## config.mk

```make
export PLATFORM = sky130hd
export DESIGN_NAME = dtdq_ctrl
export DESIGN_NICKNAME = d
export VERILOG_FILES = /design/src/rtl/core/dtdq_pkg.sv /design/src/rtl/core/dtdq_ctrl.sv
export SDC_FILE = /design/constraint.sdc
export NUM_CORES = 1
export LEC_CHECK = 0
export ABC_CLOCK_PERIOD_IN_PS = 1800
export BUFFER_PORTS_ARGS = -buffer_cell sky130_fd_sc_hd__buf_2
export CAP_MARGIN = 10
export CORE_MARGIN = 5
export CORE_UTILIZATION = 45
export DETAILED_ROUTE_END_ITERATION = 6
export GPL_TIMING_DRIVEN = 0
export PLACE_DENSITY_LB_ADDON = 0.12
export SKIP_LAST_GASP = 1
export SYNTH_ARGS = -nofsm -noshare
export SYNTH_HDL_FRONTEND = slang
export SYNTH_SLANG_ARGS = --single-unit
```

## constraint.sdc

```tcl
create_clock -name clk -period 1.8 [get_ports clk]
set_clock_uncertainty 0.15 [all_clocks]
set_input_delay 0.36 -clock clk [delete_from_list [all_inputs] [get_ports clk]]
set_output_delay 0.36 -clock clk [all_outputs]
set_load 0.01 [all_outputs]
```

## src/rtl/core/dtdq_pkg.sv

```systemverilog
`timescale 1ns / 1ps
// ----------------------------------------------------------------------------
// dtdq_pkg
// Types, codes and shared constants of the deadline task dispatch queue.
// ----------------------------------------------------------------------------
package dtdq_pkg;

  localparam int DEPTH_DEF = 32;
  localparam int TIME_W    = 63;
  localparam int HANDLE_W  = 8;
  localparam int COUNT_W   = 6;
  localparam int CFG_AW    = 3;
  localparam int CFG_DW    = 32;

  localparam logic [1:0] OPC_ENQ    = 2'd0;
  localparam logic [1:0] OPC_TICK   = 2'd1;
  localparam logic [1:0] OPC_RESP   = 2'd2;
  localparam logic [1:0] OPC_UNUSED = 2'd3;

  localparam logic [1:0] RESP_DONE       = 2'd0;
  localparam logic [1:0] RESP_RETRY      = 2'd1;
  localparam logic [1:0] RESP_STOP       = 2'd2;
  localparam logic [1:0] RESP_RETRY_STOP = 2'd3;

  localparam logic [1:0] KIND_ACK      = 2'd0;
  localparam logic [1:0] KIND_DISPATCH = 2'd1;
  localparam logic [1:0] KIND_FULL     = 2'd2;
  localparam logic [1:0] KIND_ERR      = 2'd3;

  localparam logic [CFG_AW-3:0] CFG_REG_SORT = 1'b0;

  typedef struct packed {
    logic [1:0]          opcode;
    logic [HANDLE_W-1:0] task_handle;
    logic [TIME_W-1:0]   deadline;
    logic [TIME_W-1:0]   now_time;
    logic [1:0]          response_code;
  } in_item_t;

  typedef struct packed {
    logic [1:0]          result_kind;
    logic [HANDLE_W-1:0] dispatch_handle;
    logic [TIME_W-1:0]   dispatch_start;
    logic [COUNT_W-1:0]  waiting_count;
    logic [COUNT_W-1:0]  sleeping_count;
  } out_item_t;

  typedef struct packed {
    logic [TIME_W-1:0]   deadline;
    logic [TIME_W-1:0]   start;
    logic [HANDLE_W-1:0] handle;
  } entry_t;

  localparam int ENTRY_W = $bits(entry_t);

  typedef enum logic [4:0] {
    DP_NONE,
    DP_LATCH,
    DP_RES_ACK,
    DP_RES_FULL,
    DP_RES_ERR,
    DP_PUSH_IN,
    DP_TICK_CLR,
    DP_TICK_POP,
    DP_DISP_RD,
    DP_DISP_LOAD,
    DP_RESP,
    DP_FIN_INIT,
    DP_FIN_RUN_RD,
    DP_PUSH_RUN,
    DP_FIN_RTY_RD,
    DP_PUSH_RTY,
    DP_SORT_INIT,
    DP_SORT_KEY,
    DP_SORT_SHIFT,
    DP_SORT_PUT,
    DP_EMIT
  } dp_op_t;

  typedef enum logic [4:0] {
    ST_IDLE,
    ST_DECODE,
    ST_TICK_CMP,
    ST_TICK_END,
    ST_DISP_RD,
    ST_DISP_LOAD,
    ST_FIN_INIT,
    ST_FIN_RUN,
    ST_FIN_RUN_WR,
    ST_FIN_RTY,
    ST_FIN_RTY_WR,
    ST_SORT_INIT,
    ST_SORT_KEY,
    ST_SORT_CMP,
    ST_SORT_PUT,
    ST_EMIT
  } ctrl_state_t;

  typedef struct packed {
    logic [1:0] opcode;
    logic       stop;
    logic       full;
    logic       busy;
    logic       sort_en;
    logic       store_empty;
    logic       store_one;
    logic       store_gt1;
    logic       expired;
    logic       run_zero;
    logic       retry_zero;
    logic       any_back;
    logic       shift;
    logic       j_gt1;
    logic       i_last;
    logic       out_free;
  } dp_status_t;

endpackage

```

## src/rtl/core/dtdq_ctrl.sv

```systemverilog
`timescale 1ns / 1ps
// ----------------------------------------------------------------------------
// dtdq_ctrl
// Sequencer: decodes each item and steps the datapath through its operation.
// ----------------------------------------------------------------------------
module dtdq_ctrl (
  input  logic                 clk,
  input  logic                 rst_n,
  input  logic                 in_valid,
  output logic                 in_stall,
  input  dtdq_pkg::dp_status_t status,
  output dtdq_pkg::dp_op_t     op
);

  dtdq_pkg::ctrl_state_t state_r, state_nxt;

  always_ff @(posedge clk) begin
    if (!rst_n) begin
      state_r <= dtdq_pkg::ST_IDLE;
    end else begin
      state_r <= state_nxt;
    end
  end

  always_comb begin
    state_nxt = state_r;
    op        = dtdq_pkg::DP_NONE;
    in_stall  = 1'b1;
    unique case (state_r)
      dtdq_pkg::ST_IDLE: begin
        in_stall = 1'b0;
        if (in_valid) begin
          op        = dtdq_pkg::DP_LATCH;
          state_nxt = dtdq_pkg::ST_DECODE;
        end
      end
      dtdq_pkg::ST_DECODE: begin
        priority if (status.opcode == dtdq_pkg::OPC_ENQ) begin
          if (status.full) begin
            op        = dtdq_pkg::DP_RES_FULL;
            state_nxt = dtdq_pkg::ST_EMIT;
          end else begin
            op        = dtdq_pkg::DP_PUSH_IN;
            state_nxt = status.sort_en ? dtdq_pkg::ST_SORT_INIT : dtdq_pkg::ST_EMIT;
          end
        end else if (status.opcode == dtdq_pkg::OPC_TICK) begin
          if (status.busy) begin
            op        = dtdq_pkg::DP_RES_ERR;
            state_nxt = dtdq_pkg::ST_EMIT;
          end else begin
            op        = dtdq_pkg::DP_TICK_CLR;
            state_nxt = status.store_empty ? dtdq_pkg::ST_TICK_END : dtdq_pkg::ST_TICK_CMP;
          end
        end else if (status.opcode == dtdq_pkg::OPC_RESP) begin
          if (!status.busy) begin
            op        = dtdq_pkg::DP_RES_ERR;
            state_nxt = dtdq_pkg::ST_EMIT;
          end else begin
            op        = dtdq_pkg::DP_RESP;
            state_nxt = (!status.stop && !status.run_zero) ? dtdq_pkg::ST_DISP_RD :
                                                             dtdq_pkg::ST_FIN_INIT;
          end
        end else begin
          op        = dtdq_pkg::DP_RES_ERR;
          state_nxt = dtdq_pkg::ST_EMIT;
        end
      end
      dtdq_pkg::ST_TICK_CMP: begin
        if (status.expired) begin
          op        = dtdq_pkg::DP_TICK_POP;
          state_nxt = status.store_one ? dtdq_pkg::ST_TICK_END : dtdq_pkg::ST_TICK_CMP;
        end else begin
          state_nxt = dtdq_pkg::ST_TICK_END;
        end
      end
      dtdq_pkg::ST_TICK_END: begin
        if (status.run_zero) begin
          op        = dtdq_pkg::DP_RES_ACK;
          state_nxt = dtdq_pkg::ST_EMIT;
        end else begin
          op        = dtdq_pkg::DP_DISP_RD;
          state_nxt = dtdq_pkg::ST_DISP_LOAD;
        end
      end
      dtdq_pkg::ST_DISP_RD: begin
        op        = dtdq_pkg::DP_DISP_RD;
        state_nxt = dtdq_pkg::ST_DISP_LOAD;
      end
      dtdq_pkg::ST_DISP_LOAD: begin
        op        = dtdq_pkg::DP_DISP_LOAD;
        state_nxt = dtdq_pkg::ST_EMIT;
      end
      dtdq_pkg::ST_FIN_INIT: begin
        op        = dtdq_pkg::DP_FIN_INIT;
        state_nxt = dtdq_pkg::ST_FIN_RUN;
      end
      dtdq_pkg::ST_FIN_RUN: begin
        if (!status.run_zero) begin
          op        = dtdq_pkg::DP_FIN_RUN_RD;
          state_nxt = dtdq_pkg::ST_FIN_RUN_WR;
        end else begin
          state_nxt = dtdq_pkg::ST_FIN_RTY;
        end
      end
      dtdq_pkg::ST_FIN_RUN_WR: begin
        op        = dtdq_pkg::DP_PUSH_RUN;
        state_nxt = dtdq_pkg::ST_FIN_RUN;
      end
      dtdq_pkg::ST_FIN_RTY: begin
        if (!status.retry_zero) begin
          op        = dtdq_pkg::DP_FIN_RTY_RD;
          state_nxt = dtdq_pkg::ST_FIN_RTY_WR;
        end else begin
          state_nxt = (status.any_back && status.sort_en) ? dtdq_pkg::ST_SORT_INIT :
                                                            dtdq_pkg::ST_EMIT;
        end
      end
      dtdq_pkg::ST_FIN_RTY_WR: begin
        op        = dtdq_pkg::DP_PUSH_RTY;
        state_nxt = dtdq_pkg::ST_FIN_RTY;
      end
      dtdq_pkg::ST_SORT_INIT: begin
        op        = dtdq_pkg::DP_SORT_INIT;
        state_nxt = status.store_gt1 ? dtdq_pkg::ST_SORT_KEY : dtdq_pkg::ST_EMIT;
      end
      dtdq_pkg::ST_SORT_KEY: begin
        op        = dtdq_pkg::DP_SORT_KEY;
        state_nxt = dtdq_pkg::ST_SORT_CMP;
      end
      dtdq_pkg::ST_SORT_CMP: begin
        if (status.shift) begin
          op        = dtdq_pkg::DP_SORT_SHIFT;
          state_nxt = status.j_gt1 ? dtdq_pkg::ST_SORT_CMP : dtdq_pkg::ST_SORT_PUT;
        end else begin
          state_nxt = dtdq_pkg::ST_SORT_PUT;
        end
      end
      dtdq_pkg::ST_SORT_PUT: begin
        op        = dtdq_pkg::DP_SORT_PUT;
        state_nxt = status.i_last ? dtdq_pkg::ST_EMIT : dtdq_pkg::ST_SORT_KEY;
      end
      dtdq_pkg::ST_EMIT: begin
        if (status.out_free) begin
          op        = dtdq_pkg::DP_EMIT;
          state_nxt = dtdq_pkg::ST_IDLE;
        end
      end
      default: begin
        state_nxt = dtdq_pkg::ST_IDLE;
      end
    endcase
  end

endmodule

```

# After elaboration in Yosys (flattened, before gate mapping)
# Index checks and enable logic that the tools add are counted.
# classes
eq_ne,19
mux,37
reduce_logical,8
# op_table
operator,count
$pmux W5 S16,1
$pmux W5 S15,1
$mux W5,10
$eq A5 B4 Y1 const B,8
$mux W4,7
$eq A5 B3 Y1 const B,4
$mux W3,6
$mux W2,6
$eq A5 B2 Y1 const B,2
$mux W1,6
$eq A5 B1 Y1 const B,1
$logic_not A5 Y1,1
$ne A2 B2 Y1 const B,2
$eq A2 B1 Y1 const B,1
$eq A2 B2 Y1 const B,1
$logic_and A1 B1 Y1,2
$logic_not A1 Y1,2
$logic_not A2 Y1,1
$reduce_and A2 Y1,1
$reduce_or A2 Y1,1
# word_totals
ff_bits,5
input_bits,20
out_inout_bits,6
word_cells,65

# Depth between registers and ports, before layout
# depth
ltp_word,8
mapped_depth,6
mapped_depth_nobuf,4

# Worst setup path before layout
# OpenSTA, ideal clock, no wires.
# synth_path
kind,register to output
startpoint,register state_r[2]
endpoint,output op[4]
arrival_time_ns,1.177
required_ns,1.290
setup_slack_ns,0.113
path_stages_with_launch,5
n_path_buf,2
path_cell_list,dfxtp_1 buf_2 clkbuf_1 o21ai_0 a21boi_0
# synth_between
elab_chain_cells,2
elab_cells_between_ends,17
classes_between,eq/ne (15); mux (1); reduce/logical (1)
# synth_rtl
element,line_no,source
from (decl),dtdq_ctrl.sv:15,"dtdq_pkg::ctrl_state_t state_r, state_nxt;"
from (signal assigned),dtdq_ctrl.sv:19,state_r <= dtdq_pkg::ST_IDLE;
from (signal assigned),dtdq_ctrl.sv:21,state_r <= state_nxt;
$eq A5 B4 Y1 (tied with other cells),dtdq_ctrl.sv:29,unique case (state_r)
$pmux W5 S16 *,dtdq_ctrl.sv:29,
to (decl),dtdq_ctrl.sv:12,output dtdq_pkg::dp_op_t op
# Mark *: on every way between the ends. The rest lies on a longest branch, timed or not.

# Final worst setup path
# layout_path
startpoint,register state_r[0]
endpoint,output op[1]
# The elaborated chain is that of the path after synthesis.

==> qor.yml <==
status: "complete, but fails checks"
violations: "setup timing"
final_cells: 184
power_w: 0.00186
core_um2: 1710
drive_gt1_frac: 0.428
cp_max_fo: 5
dr.first_iter.drc_count: 62
slew_viol_final: 0
synth.largest_area_cell: "dfxtp_1"
synth_edf_count: 0
synth-xor-area-share: 0
grt_first_pass_wirelength_um: 4500
peakVddDrop_uv: 904
cts_root_buffer: "clkbuf_4"
gr-total-overflow: 0
routedWlPerCell_um: 15.7
dp_cells: 169
clk_latency_ps: 230
globalRouteMet3Util: 0.0199
setup_viol: 5
dr.pass1.iters: 4
final_area_um2: 1170
htreeDepth: 1
ios: 26
cts_tree: "done"
synthesis.area_um2: 805
p_leak_nw: 0.539
synth.yosys.seq_area_share: 0.0995
rsz0062_at_grt: "yes"
post_drt_via_cell_ratio: 5.89
critPathKind: "flip-flop to output port"
drv_cap: 0
cts_buffer_depth: 2
synth_mux_area_frac: 0.0404
nets: 181
avgSynthCellArea_um2: 6.76
routed_wl_um: 2890
cp-end-kind: "output port"
cp-start-kind: "flip-flop"
dieHeight_um: 52.3
die_area_um2: 2730
area_growth_pct: 45.4
portBuffers: 25
pwr_density_cell_nw_per_um2: 1590
yosys-top-cells-area: "dfxtp_1 (10%), o21ai_0 (6.2%), nand2_1 (5.1%)"
synth.distinct_cells: 45
synth_top_area_share: 0.0995
crit_required_ps: 1290
hpwl_um: 1920
cts_made_buffers: 3
max_freq_mhz: 498
synth_fa_ha_area_frac: 0
grt_busiest_layer: "met2"
fillCellCount: 156
syn-instance-count: 119
initial_core_util: 0.471
antenna_cells: 0
synth_warnings: 0
fin_ws_ps: -207
synth_most_common_cell: "nand2_1"
synth_compound_area_frac: 0.418
ant_nets: 0
register_area_um2: 90.1
top_register: "state_r"
critPathArrivalTime_ps: 1500
die_x_um: 52.3
grt_usage: 0.212
worstHoldPathType: "input port to flip-flop"
fin_crit_ps: 2010
dpl_cell_area_um2: 961
grt_max_degree: 11
slew_headroom: 0.813
largest_reg_flops: 4
synth_seq_cells: 4
hold_viol_final: 0
largestRegisters: "state_r (4)"
antenna_found_initial: 0
finalCritPeriodShare: 1.12
clock-sinks: 4
synth_top_family_by_area: "compound AO/OA/AOI/OAI gates"
synthTopCellsByCount: "nand2_1 (11), o21ai_0 (10), nor2_1 (8)"
core.rowCount: 15
syn-num-nets: 139
tightest_slew_ps: 279
grtUsageMet2: 0.343
synthArstFlopShare: 0
multiInputGateArea_um2: 673
cts.reportedPaths.clkPinSlew_ps: 40
via_count: 1083
gp_congestion: 0.887
yosys.area_share.simple: 0.328
use_met1: 0.281
drc: 0
ys.flop_type: "dfxtp_1"
grt_pass1_vias: 1033
==> cells in the final DEF, fill, tap and decap left out, types with 2 or more instances in the layout <==
master / count
buf_2: 26
buf_4: 14
nand2_1: 11
a21oi_1: 7
o21ai_0: 7
nor2_1: 6
buf_6: 5
nor2b_1: 5
o21ai_1: 4
inv_1: 4
nand3b_1: 3
nand2b_1: 3
a31oi_1: 3
nand3_1: 3
clkbuf_4: 3
nor2_2: 2
clkbuf_8: 2
o21a_1: 2
o22ai_1: 2
a21o_1: 2
o32ai_1: 2
a21boi_1: 2
and3b_1: 2
nor3b_1: 2
nor4_1: 2
o31a_1: 2
a41o_1: 2
a21boi_0: 2
mux2_2: 2
dfxtp_4: 2
dfxtp_2: 2
==> report_power, final <==
| part | total [W] | leakage, nW | switching (W) | internal, W |
|---|---|---|---|---|
| registers | 0.000197 | 0.0350 | 0.0000527 | 0.000144 |
| clock network | 0.000104 | 0.0138 | 0.0000302 | 0.0000741 |
| logic | 0.00156 | 0.490 | 0.000790 | 0.000771 |
| total | 0.00186 | 0.539 | 0.000873 | 0.000990 |
==> cell type report <==
class	count	share of cell area
multi-input combinational	99	0.575
tap	25	0.0267
clock buffer	3	0.0193
inverter	5	0.0160
buffer	10	0.0920
sequential	4	0.0770
timing repair buffer	38	0.194
==> metal layers <==
metal | share of wire | up-vias | wire (µm)
met2 | 0.47 | 62 | 1370
met3 | 0.095 | 8 | 276
met5 | 0 | - | 0
met4 | 0.019 | 0 | 55
li1 | - | 531 | -
met1 | 0.41 | 482 | 1190
==> critical path, stage by stage, from the launching register on <==
cell and delay, ps:
dfxtp_4 350, buf_6 120, and3b_1 170, o211a_1 200, a311oi_1 200, o21ai_1 90, buf_2 150
==> worst paths after layout <==
check | start | cells past startpoint | end | slack, ps
worst max-delay path | state_r[0] | 6 | op[1] | -210
worst min-delay path | rst_n | 2 | state_r[1] | 250
worst max register to register | state_r[1] | 6 | state_r[0] | 140
worst min register to register | state_r[2] | 4 | state_r[0] | 640
==> timing repair <==
item / 4_1_cts / 5_1_grt
setup buffers: 12 / 1
setup endpoints to repair: 6 / 6
pin swaps: 6 / 6
gates resized for setup: 27 / 10
hold buffers: 0 / 0
==> cell families after synthesis <==
group           after synthesis
mux                           3
buf+inv                      16
flops                         4
compound gates               49
simple gates                 47
==> stage by stage <==
step           utilization  TNS [ps]  setup slack, ps  hold WS [ps]
2_1_floorplan            -         0              113           338
3_3_place_gp         0.563      -417             -107           488
3_5_place_dp         0.563      -467             -113           485
4_1_cts              0.672      -767             -218           250
5_1_grt              0.685     -1190             -277           253
6_report             0.685      -756             -207           250
(Power assumes the default switching activity.)
